### src/rtl/pbcs_pkg.sv
package pbcs_pkg;

   localparam int SPACE_BYTES = 256;
   localparam int MEM_DEPTH   = 2 * SPACE_BYTES;
   localparam int MEM_AW      = $clog2(MEM_DEPTH);

   localparam logic [2:0]  FN_HOST          = 3'd0;
   localparam logic [2:0]  FN_BRIDGE        = 3'd1;
   localparam logic [7:0]  BYTE_ABSENT      = 8'hff;
   localparam logic [7:0]  OFF_CMD          = 8'h04;
   localparam logic [7:0]  OFF_STATUS       = 8'h07;
   localparam logic [7:0]  OFF_HOST_12      = 8'h12;
   localparam logic [7:0]  OFF_BR_MEM_BASE  = 8'h20;
   localparam logic [7:0]  OFF_BR_MEM_LIMIT = 8'h22;
   localparam logic [7:0]  OFF_BR_PF_BASE   = 8'h24;
   localparam logic [7:0]  OFF_BR_PF_LIMIT  = 8'h26;
   localparam logic [7:0]  OFF_SHADOW_LO    = 8'h61;
   localparam logic [7:0]  OFF_SHADOW_MI    = 8'h62;
   localparam logic [7:0]  OFF_SHADOW_HI    = 8'h63;
   localparam logic [7:0]  HOST_CMD_MASK    = 8'h40;
   localparam logic [7:0]  HOST_W1C_MASK    = 8'hb0;
   localparam logic [7:0]  BR_CMD_MASK      = 8'h47;
   localparam logic [7:0]  BR_W1C_MASK      = 8'h30;
   localparam logic [7:0]  HI_NIBBLE        = 8'hf0;
   localparam logic [19:0] BASE_C0000       = 20'hc0000;
   localparam logic [19:0] BASE_D0000       = 20'hd0000;
   localparam logic [19:0] BASE_E0000       = 20'he0000;
   localparam logic [19:0] BASE_F0000       = 20'hf0000;
   localparam logic [16:0] SIZE_64K         = 17'h10000;
   localparam logic [16:0] SIZE_16K         = 17'h04000;
   localparam logic        MODE_READ        = 1'b0;
   localparam logic        MODE_WRITE       = 1'b1;

   typedef struct packed {
      logic       mode;
      logic [2:0] function_number;
      logic [7:0] register_offset;
      logic [7:0] write_data;
   } req_type;

   typedef struct packed {
      logic [7:0]  read_data;
      logic        map_valid;
      logic [19:0] region_base;
      logic [16:0] region_size;
      logic        read_internal;
      logic        write_internal;
      logic        shadow_bios;
      logic        last;
   } rsp_type;

   typedef enum logic [1:0] {
      ST_INIT,
      ST_IDLE,
      ST_UPDATE,
      ST_RESP
   } ctl_state_type;

   typedef struct packed {
      logic init_wr;
      logic load_req;
      logic update;
      logic advance;
   } ctl_cmd_type;

   typedef struct packed {
      logic init_last;
      logic last;
   } ctl_status_type;

   // power-on contents; function 1 lives at the upper half
   function automatic logic [7:0] cfg_default(input logic [MEM_AW-1:0] idx);
      logic [7:0] d;
      d = 8'h00;
      case (idx)
         9'h000, 9'h003: d = 8'h06;
         9'h001:         d = 8'h11;
         9'h002:         d = 8'h91;
         9'h004:         d = 8'h06;
         9'h010:         d = 8'h08;
         9'h034:         d = 8'ha0;
         9'h056, 9'h057, 9'h05a, 9'h05b, 9'h05c, 9'h05d, 9'h05e, 9'h05f: d = 8'h01;
         9'h064, 9'h065, 9'h066: d = 8'hec;
         9'h067, 9'h06b: d = 8'h01;
         9'h0a4:         d = 8'h03;
         9'h0a5:         d = 8'h02;
         9'h0a7:         d = 8'h07;
         9'h100, 9'h103: d = 8'h06;
         9'h101:         d = 8'h11;
         9'h102:         d = 8'h91;
         9'h104:         d = 8'h07;
         9'h106:         d = 8'h20;
         9'h107:         d = 8'h02;
         9'h10a:         d = 8'h04;
         9'h10b:         d = 8'h06;
         9'h10e:         d = 8'h01;
         9'h11c, 9'h120, 9'h124: d = 8'hf0;
         9'h121, 9'h125: d = 8'hff;
         default:        d = 8'h00;
      endcase
      return d;
   endfunction

endpackage

### src/rtl/pbcs_ctrl.sv
module pbcs_ctrl
   import pbcs_pkg::*;
(
   input  logic           clock,
   input  logic           reset,
   input  logic           req_valid,
   output logic           req_ready,
   output logic           rsp_valid,
   input  logic           rsp_ready,
   input  ctl_status_type status,
   output ctl_cmd_type    cmd
);

   ctl_state_type state_ff, state_in;

   always_comb begin
      state_in = state_ff;
      case (state_ff)
         ST_INIT: begin
            if (status.init_last) state_in = ST_IDLE;
         end
         ST_IDLE: begin
            if (req_valid) state_in = ST_UPDATE;
         end
         ST_UPDATE: begin
            state_in = ST_RESP;
         end
         ST_RESP: begin
            if (rsp_ready && status.last) state_in = ST_IDLE;
         end
         default: begin
            state_in = ST_INIT;
         end
      endcase
   end

   always_comb begin
      cmd       = '0;
      req_ready = 1'b0;
      rsp_valid = 1'b0;
      case (state_ff)
         ST_INIT: begin
            cmd.init_wr = 1'b1;
         end
         ST_IDLE: begin
            req_ready    = 1'b1;
            cmd.load_req = req_valid;
         end
         ST_UPDATE: begin
            cmd.update = 1'b1;
         end
         ST_RESP: begin
            rsp_valid   = 1'b1;
            cmd.advance = rsp_ready && !status.last;
         end
         default: begin
            cmd = '0;
         end
      endcase
   end

   always_ff @(posedge clock) begin
      if (reset) begin
         state_ff <= ST_INIT;
      end else begin
         state_ff <= state_in;
      end
   end

   a_one_side: assert property (@(posedge clock) disable iff (reset)
      req_ready |-> !rsp_valid) else $error("ready while result pending");
   a_final_beat: assert property (@(posedge clock) disable iff (reset)
      rsp_valid && rsp_ready && status.last |=> req_ready)
      else $error("no return to idle after final beat");
   a_init_closed: assert property (@(posedge clock) disable iff (reset)
      cmd.init_wr |-> !req_ready && !rsp_valid) else $error("port open during init");

endmodule

### src/rtl/pbcs_datapath.sv
module pbcs_datapath
   import pbcs_pkg::*;
(
   input  logic           clock,
   input  logic           reset,
   input  ctl_cmd_type    cmd,
   output ctl_status_type status,
   input  req_type        req,
   output rsp_type        rsp
);

   logic [7:0]        cfg_mem_ff [MEM_DEPTH];
   logic [7:0]        rd_data_ff;
   req_type           req_ff;
   logic [MEM_AW-1:0] init_cnt_ff, init_cnt_in;
   logic [3:0]        pend_ff, pend_in;
   logic              sel63_ff, sel63_in;
   logic              hi_ff, hi_in;
   logic [7:0]        val_ff, val_in;
   logic [7:0]        rbyte_ff, rbyte_in;
   logic              bios_ff, bios_in;

   logic [7:0]        old_b, wr_v, new_b, diff;
   logic [7:0]        off;
   logic              wr_en;
   logic [3:0]        ev_mask;
   logic              mem_we;
   logic [MEM_AW-1:0] mem_waddr;
   logic [7:0]        mem_wdata;
   logic [1:0]        ev_idx;
   logic [1:0]        route;
   logic              ev_last;

   function automatic logic host_ro(input logic [7:0] a);
      return a < 8'h04 || (a >= 8'h05 && a < 8'h07) || (a >= 8'h08 && a < 8'h0d) ||
             (a >= 8'h0e && a < 8'h12) || (a >= 8'h14 && a < 8'h50) ||
             (a >= 8'h79 && a < 8'h7e) || (a >= 8'h85 && a < 8'h88) ||
             (a >= 8'h8c && a < 8'ha8) || (a >= 8'had && a < 8'hfd);
   endfunction

   function automatic logic bridge_ro(input logic [7:0] a);
      return a < 8'h04 || (a >= 8'h05 && a < 8'h07) || (a >= 8'h08 && a < 8'h18) ||
             a == 8'h1b || (a >= 8'h1e && a < 8'h20) ||
             (a >= 8'h28 && a < 8'h3e) || a >= 8'h43;
   endfunction

   // write merge on the fetched byte
   always_comb begin
      old_b   = rd_data_ff;
      wr_v    = req_ff.write_data;
      off     = req_ff.register_offset;
      diff    = old_b ^ wr_v;
      new_b   = wr_v;
      wr_en   = 1'b0;
      ev_mask = '0;
      if (req_ff.mode == MODE_WRITE && req_ff.function_number == FN_HOST) begin
         wr_en = !host_ro(off);
         case (off)
            OFF_CMD:     new_b = (old_b & ~HOST_CMD_MASK) | (wr_v & HOST_CMD_MASK);
            OFF_STATUS:  new_b = old_b & ~(wr_v & HOST_W1C_MASK);
            OFF_HOST_12: new_b = wr_v & HI_NIBBLE;
            OFF_SHADOW_LO, OFF_SHADOW_MI: begin
               ev_mask = {|diff[7:6], |diff[5:4], |diff[3:2], |diff[1:0]};
            end
            OFF_SHADOW_HI: begin
               ev_mask = {|diff[7:6], |diff[5:4], 2'b00};
            end
            default:     new_b = wr_v;
         endcase
         if (!wr_en) ev_mask = '0;
      end else if (req_ff.mode == MODE_WRITE && req_ff.function_number == FN_BRIDGE) begin
         wr_en = !bridge_ro(off);
         case (off)
            OFF_CMD:    new_b = (old_b & ~BR_CMD_MASK) | (wr_v & BR_CMD_MASK);
            OFF_STATUS: new_b = old_b & ~(wr_v & BR_W1C_MASK);
            OFF_BR_MEM_BASE, OFF_BR_MEM_LIMIT, OFF_BR_PF_BASE, OFF_BR_PF_LIMIT:
               new_b = wr_v & HI_NIBBLE;
            default:    new_b = wr_v;
         endcase
      end
   end

   always_comb begin
      mem_we    = cmd.init_wr || (cmd.update && wr_en);
      mem_waddr = cmd.init_wr ? init_cnt_ff : {req_ff.function_number[0], off};
      mem_wdata = cmd.init_wr ? cfg_default(init_cnt_ff) : new_b;
   end

   always_ff @(posedge clock) begin
      if (mem_we) cfg_mem_ff[mem_waddr] <= mem_wdata;
      if (cmd.load_req) begin
         rd_data_ff <= cfg_mem_ff[{req.function_number[0], req.register_offset}];
      end
   end

   always_comb begin
      init_cnt_in = cmd.init_wr ? init_cnt_ff + 1'b1 : init_cnt_ff;
      pend_in     = pend_ff;
      sel63_in    = sel63_ff;
      hi_in       = hi_ff;
      val_in      = val_ff;
      rbyte_in    = rbyte_ff;
      bios_in     = bios_ff;
      if (cmd.update) begin
         pend_in  = ev_mask;
         sel63_in = (off == OFF_SHADOW_HI);
         hi_in    = (off == OFF_SHADOW_MI);
         val_in   = wr_v;
         if (req_ff.mode == MODE_READ) begin
            rbyte_in = (req_ff.function_number <= FN_BRIDGE) ? old_b : BYTE_ABSENT;
         end else begin
            rbyte_in = 8'h00;
         end
         if (ev_mask[2] && off == OFF_SHADOW_HI) bios_in = wr_v[5];
      end else if (cmd.advance) begin
         pend_in = pend_ff & (pend_ff - 4'd1);
      end
   end

   always_ff @(posedge clock) begin
      if (reset) begin
         init_cnt_ff <= '0;
         pend_ff     <= '0;
         sel63_ff    <= 1'b0;
         bios_ff     <= 1'b0;
      end else begin
         init_cnt_ff <= init_cnt_in;
         pend_ff     <= pend_in;
         sel63_ff    <= sel63_in;
         bios_ff     <= bios_in;
      end
   end

   always_ff @(posedge clock) begin
      if (cmd.load_req) req_ff <= req;
      hi_ff    <= hi_in;
      val_ff   <= val_in;
      rbyte_ff <= rbyte_in;
   end

   // lowest pending region goes out first
   always_comb begin
      ev_idx = 2'd3;
      if (pend_ff[0])      ev_idx = 2'd0;
      else if (pend_ff[1]) ev_idx = 2'd1;
      else if (pend_ff[2]) ev_idx = 2'd2;
      case (ev_idx)
         2'd0:    route = val_ff[1:0];
         2'd1:    route = val_ff[3:2];
         2'd2:    route = val_ff[5:4];
         default: route = val_ff[7:6];
      endcase
      ev_last = (pend_ff & (pend_ff - 4'd1)) == 4'd0;
   end

   always_comb begin
      rsp             = '0;
      rsp.read_data   = rbyte_ff;
      rsp.shadow_bios = bios_ff;
      rsp.last        = ev_last;
      if (|pend_ff) begin
         rsp.map_valid      = 1'b1;
         rsp.read_internal  = route[1];
         rsp.write_internal = route[0];
         if (sel63_ff) begin
            rsp.region_base = ev_idx[0] ? BASE_E0000 : BASE_F0000;
            rsp.region_size = SIZE_64K;
         end else begin
            rsp.region_base = (hi_ff ? BASE_D0000 : BASE_C0000) + {4'd0, ev_idx, 14'd0};
            rsp.region_size = SIZE_16K;
         end
      end
   end

   assign status.init_last = cmd.init_wr && (init_cnt_ff == MEM_AW'(MEM_DEPTH - 1));
   assign status.last      = ev_last;

   a_hi_fields: assert property (@(posedge clock) disable iff (reset)
      sel63_ff |-> pend_ff[1:0] == 2'b00) else $error("low event on top shadow byte");
   a_advance: assert property (@(posedge clock) disable iff (reset)
      cmd.advance |=> $countones(pend_ff) == $countones($past(pend_ff)) - 1)
      else $error("event dropped or repeated");
   a_pend_load: assert property (@(posedge clock) disable iff (reset)
      cmd.update |=> pend_ff == $past(ev_mask)) else $error("event set not loaded");

endmodule

### src/rtl/pci_bridge_config_space.sv
// Configuration space of a two-function north bridge (host bridge and
// PCI-to-PCI bridge, 256 bytes each).
// req_* carries one access beat: read or write of one byte at a function
// and offset. rsp_* returns the results of that access: one beat for a read
// or for a write that changes no shadow routing, otherwise one beat per
// changed shadow region (up to four), the last one flagged by last.
// Steps: the accepted request fetches its byte from the configuration RAM,
// the UPDATE state merges and writes it back and loads the map events, and
// the RESP state sends the result beats one event at a time. One access at
// a time: req_ready stays low from acceptance until the last beat is taken.
// Reset: the RAM is loaded with its power-on contents, all 512 bytes, one
// byte per cycle; req_ready stays low until that is done.
// A stalled rsp_ready holds the result beat and keeps req_ready low.
module pci_bridge_config_space
   import pbcs_pkg::*;
(
   input  logic    clock,
   input  logic    reset,
   input  logic    req_valid,
   output logic    req_ready,
   input  req_type req_data,
   output logic    rsp_valid,
   input  logic    rsp_ready,
   output rsp_type rsp_data
);

   ctl_cmd_type    cmd;
   ctl_status_type status;

   pbcs_ctrl u_ctrl (
      .clock     (clock),
      .reset     (reset),
      .req_valid (req_valid),
      .req_ready (req_ready),
      .rsp_valid (rsp_valid),
      .rsp_ready (rsp_ready),
      .status    (status),
      .cmd       (cmd)
   );

   pbcs_datapath u_datapath (
      .clock  (clock),
      .reset  (reset),
      .cmd    (cmd),
      .status (status),
      .req    (req_data),
      .rsp    (rsp_data)
   );

endmodule
### config.mk
export PLATFORM = sky130hd
export DESIGN_NAME = pci_bridge_config_space
export DESIGN_NICKNAME = d
export VERILOG_FILES = /design/src/rtl/pbcs_pkg.sv /design/src/rtl/pbcs_ctrl.sv /design/src/rtl/pbcs_datapath.sv /design/src/rtl/pci_bridge_config_space.sv
export SDC_FILE = /design/constraint.sdc
export NUM_CORES = 2
export LEC_CHECK = 0
export BUFFER_PORTS_ARGS = -buffer_cell sky130_fd_sc_hd__buf_2
export CORE_MARGIN = 4
export CORE_UTILIZATION = 45
export CTS_BUF_LIST = sky130_fd_sc_hd__clkbuf_2 sky130_fd_sc_hd__clkbuf_4 sky130_fd_sc_hd__clkbuf_8
export DETAILED_ROUTE_END_ITERATION = 8
export PLACE_DENSITY = 0.59
export SLEW_MARGIN = 0
export SYNTH_ARGS = -nofsm -noshare
export SYNTH_HDL_FRONTEND = slang
export SYNTH_HIERARCHICAL = 1
export SYNTH_SLANG_ARGS = --single-unit
### constraint.sdc
create_clock -name clock -period 60.3 [get_ports clock]
set_clock_uncertainty 0.15 [all_clocks]
set_input_delay 15.075 -clock clock [delete_from_list [all_inputs] [get_ports clock]]
set_output_delay 15.075 -clock clock [all_outputs]
set_load 0.02 [all_outputs]
=== After elaboration in Yosys (flattened, before gate mapping) ===
Memories as Yosys holds them, arrays and structs flattened. A register that Yosys moved wholly into a read port is not among the register bits.
Index checks and enable logic that the tools add are counted.

* Bits in registers: 54
* Bits in writable memories: 4,096
* Input bits: 24
* Output and inout bits: 52
* Logic and storage cells: 200
* Memories kept: 1

{| class="wikitable"
|+ Memory list
! memory !! words !! bits a word !! rd ports !! clocked after Yosys merged registers in !! wr ports !! RTL line !! source
|-
| u_datapath.cfg_mem_ff || 512 || 8 || 1 || 1 || 1 || pbcs_datapath.sv:12 || <nowiki>logic [7:0] cfg_mem_ff [MEM_DEPTH];</nowiki>
|}

* Add/subtract/negate cells: 3
* $lt $le $gt $ge: 24
* Eq/ne operators: 58
* Mux-type cells: 35
* Bitwise logic cells: 8
* Reduce and logical (&&, ||, !) cells: 59

{| class="wikitable"
|+ Operator list
! kind !! number
|-
| $eq 9x9->1 const B || 16
|-
| $eq 9x7->1 const B || 13
|-
| $pmux 8 s14 || 1
|-
| $pmux 8 s3 || 2
|-
| $mux 40 || 1
|-
| $mux 37 || 1
|-
| $mux 17 || 2
|-
| $eq 8x6->1 const B || 4
|-
| $mux 8 || 4
|-
| $eq 9x8->1 const B || 3
|-
| $eq 8x7->1 const B || 3
|-
| $ge 8x8->1 const B || 3
|-
| $lt 8x8->1 const B || 3
|-
| $add 20x16->20 || 1
|-
| $reduce_or 2->1 || 10
|-
| $eq 9x2->1 const B || 2
|-
| $logic_and 1x1->1 || 18
|-
| $and 8x8->8 || 2
|-
| $eq 8x3->1 const B || 2
|-
| $eq 8x5->1 const B || 2
|-
| $ge 8x4->1 const B || 2
|-
| $ge 8x5->1 const B || 2
|-
| $ge 8x7->1 const B || 2
|-
| $lt 8x3->1 const B || 2
|-
| 43 further kinds || 86
|}

=== Logic depth before layout (Yosys ltp) ===
* Word-level depth: 16
* Depth in mapped cells: 13
* Depth with buffers taken out: 9

=== Cells and area by module ===
Netlist, hierarchy kept.

{| class="wikitable"
|+ By module, submodules not included
! module !! instances !! cells an instance !! area each (um^2) !! seq. area each (um^2)
|-
| pbcs_datapath || 1 || 8,511 || 165,124.6 || 124,649.5
|-
| pbcs_ctrl || 1 || 22 || 186.4 || 40.0
|}

=== Worst setup path before layout ===
Ideal clock, no wire load.

* Path type: reg-to-reg
* From: register u_datapath.req_ff, in the netlist u_datapath/off[5]
* To: memory u_datapath.cfg_mem_ff[0][0], data pin
* Library setup time: 4.305 ns
* Arrival time: 22.418 ns
* Required time: 55.845 ns
* Path slack: 33.427 ns
* Cell stages (with the launch flop): 6
* Buffers on the path: 0
* Period minus slack after synthesis: 26.873 ns
* Cell sequence: edfxtp_1 nor4_2 nand2_1 nor3_1 a221oi_1 o32ai_1

* Longest elaborated chain between the ends: 6
* Elaborated cells between the ends (all ways): 13
* Classes of those cells: eq/ne (7); mux (5); reduce/logical (1)

{| class="wikitable"
|+ RTL lines
! element !! RTL line !! source
|-
| from (decl) || pbcs_datapath.sv:14 || <nowiki>req_type req_ff;</nowiki>
|-
| from (signal assigned) || pbcs_datapath.sv:135 || <nowiki>if (cmd.load_req) req_ff <= req;</nowiki>
|-
| $eq 8x6->1 || pbcs_datapath.sv:73 || <nowiki>case (off)</nowiki>
|-
| $reduce_or 4->1 || pbcs_datapath.sv:73 ||
|-
| $pmux 8 s3 || pbcs_datapath.sv:73 ||
|-
| $mux 8 || pbcs_datapath.sv:71 || <nowiki>end else if (req_ff.mode == MODE_WRITE && req_ff.function_number == FN_BRIDGE) begin</nowiki>
|-
| $mux 8 (*) || pbcs_datapath.sv:56 || <nowiki>if (req_ff.mode == MODE_WRITE && req_ff.function_number == FN_HOST) begin</nowiki>
|-
| $mux 8 (*) || pbcs_datapath.sv:86 || <nowiki>mem_wdata = cmd.init_wr ? cfg_default(init_cnt_ff) : new_b;</nowiki>
|-
| named net u_datapath.mem_wdata[0] || pbcs_datapath.sv:29 || <nowiki>logic [7:0] mem_wdata;</nowiki>
|-
| to (decl) || pbcs_datapath.sv:12 ||
|}

Mark *: on every way through the listed nets, which the timed path passes. The rest lies on a longest branch.

==> flow_summary.json <==
{
  "path_class": "input port to register",
  "cts_tree": "yes",
  "holdCritStartpoint": "u_datapath/bios_ff$_SDFFE_PP0P_",
  "setup_tns_ns": 0,
  "ys_types": 83,
  "cts_sinks": 4158,
  "initial_core_util_pct": 45.2,
  "htree_levels": 6,
  "worstReg2RegEnd": "u_datapath/cfg_mem_ff[168][2]$_DFFE_PP_",
  "drc": 0,
  "max_clock_freq_ghz": 0.0493,
  "hp-class": "register to register",
  "status": "finished, final reports clean",
  "drv_slew": 0,
  "hold_path_end": "u_datapath/bios_ff$_SDFFE_PP0P_",
  "mappedNetlistArea_mm2": 0.165,
  "rows": 222,
  "peakVddDrop_mv": 0.0613,
  "clkLatencyLatePin_ns": 1.19,
  "wl_per_cell_um": 31.8,
  "required_ns": 61.06,
  "p_leak_uw": 0.0593,
  "die_w_um": 614,
  "synthCells": 8533,
  "drt_pass1_iterations": 9,
  "cts_resized": 0,
  "ys_ff_latch": 4158,
  "die_h_um": 614,
  "grt-ovfl-total": 0,
  "drtAntennaViolNets": 0,
  "synthToLayoutAreaGrowth_pct": 11.7,
  "crit_arrival_ns": 21.07,
  "yosysWarnings": 6,
  "drv_cap": 0,
  "fillers": 29400,
  "antenna_found_initial": 27,
  "core_area_mm2": 0.366,
  "root_buffer": "clkbuf_8",
  "synth_edf_count": 4141,
  "end_kind": "register",
  "grt_pass1_vias": 89400,
  "hold_buffers": 0,
  "grt_start_max_net_pins": 197,
  "viasPerCell": 6.19,
  "cts_buffer_depth": 4,
  "layout.nets": 9133,
  "die-area_mm2": 0.377,
  "most-common-layout-cells": "edfxtp_1, mux2i_1, mux4_2, clkbuf_8, nor3_1",
  "post-route-cell-area_mm2": 0.185,
  "gp_congestion": 0.858,
  "async_reset_ff_share_pct": 0,
  "drive_above_1_share_pct": 24.2,
  "relSlewSlack_pct": 4.56,
  "ys.flop_type": "edfxtp_1",
  "tightestPinTransition_ns": 1.42,
  "r2r_start": "u_datapath/off[6]$_DFFE_PP_",
  "postSynthAreaPerCell_um2": 19.4,
  "finalCritPeriodShare_pct": 33.7,
  "cts_made_buffers": 660,
  "ff2ff_setup_slack_ns": 53.84,
  "grt_pass1_wl_mm": 655,
  "critPathLaunchType": "input port",
  "post_cts_buffers": 0,
  "register_area_mm2": 0.125,
  "hpwl_mm": 273,
  "use_met1_pct": 32.9,
  "fin_util_pct": 50.5,
  "dpl_cell_area_mm2": 0.172,
  "top_usage_layer": "met2",
  "critPathMaxFanout": 109,
  "met2_usage_pct": 37.3,
  "wirelength_mm": 459,
  "ios": 76,
  "grtUsageTotal_pct": 23.7,
  "finalCriticalPeriod_ns": 20.30,
  "hold_viol": 0,
  "rsz0062_at_grt": "no",
  "layout_commonest_cell": "edfxtp_1",
  "vias": 89200,
  "use_met3_pct": 4.76,
  "drt_iter0_drc": 10700,
  "clk_pin_slew_ns": 0.06,
  "setup_viol": 0,
  "ff2ff_path_depth": 12,
  "portBuffers": 46,
  "min_path_cells": 2,
  "finalPower_uw": 6580,
  "ys_seq_area_share_pct": 75.4,
  "multiInputGateArea_mm2": 0.0374,
  "powerDensity_mw_per_mm2": 35.6
}
==> where the power goes <==
part	switching, uW	internal, uW	total (uW)
Sequential	5.19	3530	3540
Clock	1100	1220	2320
Combinational	606	118	724
==> per-stage QoR <==
step | setup slack [ns] | instances | hold WS [ns]
floorplan | 33.43 | 8561 | 0.299
global placement | 38.90 | 13200 | 0.343
detailed placement | 38.91 | 13200 | 0.352
CTS | 40.21 | 14400 | 0.366
global route | 39.79 | 14400 | 0.393
finish | 40.00 | 14400 | 0.363
==> critical path, stage by stage <==
cell and delay, ns:
buf_12 0.42, buf_12 0.67, buf_4 0.81, buf_4 0.85, mux4_2 0.61, o22ai_1 0.21
nand2_1 0.10, nand4_1 0.24, nand4_1 0.71, and4bb_2 0.58
==> how the worst max path moves through the flow <==
stage	from	end	slack, ns	cells past startpoint
4_1_cts	req_data[8]	u_datapath/old_b[7]$_DFFE_PP_	40.21	10
5_1_grt	req_data[8]	u_datapath/old_b[7]$_DFFE_PP_	39.79	11
2_1_floorplan	u_datapath/off[5]$_DFFE_PP_	u_datapath/cfg_mem_ff[0][0]$_DFFE_PP_	33.43	5
6_report	req_data[8]	u_datapath/old_b[7]$_DFFE_PP_	40.00	10
3_5_place_dp	req_data[8]	u_datapath/old_b[7]$_DFFE_PP_	38.91	10
3_3_place_gp	req_data[8]	u_datapath/old_b[7]$_DFFE_PP_	38.90	10
==> area by class of cell <==
cell class | count | share of cell area, %
multi-input combinational | 3749 | 20.2
sequential | 4158 | 67.5
antenna | 12 | 0.0163
clock buffer | 881 | 5.86
tap | 4816 | 3.26
clock inverter | 273 | 0.936
timing repair buffer | 505 | 2.15
inverter | 22 | 0.0515
==> routing by layer <==
layer | vias to the layer above | share of wire [%]
met1 | 47200 | 40
met3 | 814 | 8.8
li1 | 36900 | -
met5 | - | 0.012
met4 | 10 | 3.8
met2 | 4378 | 47
==> logic make-up after synthesis <==
| group | after synthesis | synth area share (%) |
|---|---|---|
| AOI/OAI and AO/OA | 973 | 4.12 |
| xor gates and xnor gates | 11 | 0.0583 |
| adders and majority gates | 14 | 0.104 |
| buffers and inverters | 654 | 2.40 |
| DFF | 4158 | 75.4 |
| muxes | 1415 | 13.9 |
| other | 1 | 0.00227 |
| and+or+nand+nor | 1307 | 4.03 |
==> cells in the mapped netlist (9+ instances only) <==
library cell | n | area share (%)
inv_1 | 20 | 0.045
nand2_1 | 188 | 0.43
nor4_1 | 76 | 0.29
a22o_1 | 17 | 0.090
or2_2 | 22 | 0.083
or3_1 | 10 | 0.038
o21a_1 | 13 | 0.059
o32ai_1 | 9 | 0.048
a31oi_1 | 25 | 0.095
a22oi_1 | 37 | 0.17
edfxtp_1 | 4141 | 75
nor2_1 | 114 | 0.26
buf_8 | 27 | 0.25
o22a_1 | 12 | 0.064
a21oi_1 | 181 | 0.55
dfxtp_1 | 17 | 0.21
o22ai_1 | 203 | 0.77
buf_2 | 108 | 0.33
and2_1 | 34 | 0.13
buf_1 | 46 | 0.10
buf_6 | 68 | 0.46
mux4_2 | 684 | 9.3
a2111oi_0 | 13 | 0.069
and3_1 | 14 | 0.053
nand4_1 | 46 | 0.17
nor3_1 | 675 | 2.0
clkbuf_1 | 260 | 0.59
buf_4 | 114 | 0.52
mux4_1 | 11 | 0.17
nor3b_1 | 10 | 0.045
o221ai_1 | 264 | 1.4
nand3_1 | 43 | 0.13
a211oi_1 | 30 | 0.14
ha_1 | 13 | 0.098
nand2b_1 | 31 | 0.12
o21ai_0 | 92 | 0.28
mux2i_1 | 713 | 4.3
==> sequential cells by signal, summed over array words and instances (netlist names), 2 cells and up <==
signal and cells:
u_datapath/val_ff 8, u_datapath/old_b 8, u_datapath/pend_ff 4, u_datapath/init_cnt_ff 9, u_datapath/cfg_mem_ff 4096, u_datapath/off 8, u_ctrl/state_ff 2, u_datapath/rbyte_ff 8
u_datapath/req_ff 4, u_datapath/wr_v 8
(Power assumes the default switching activity.)
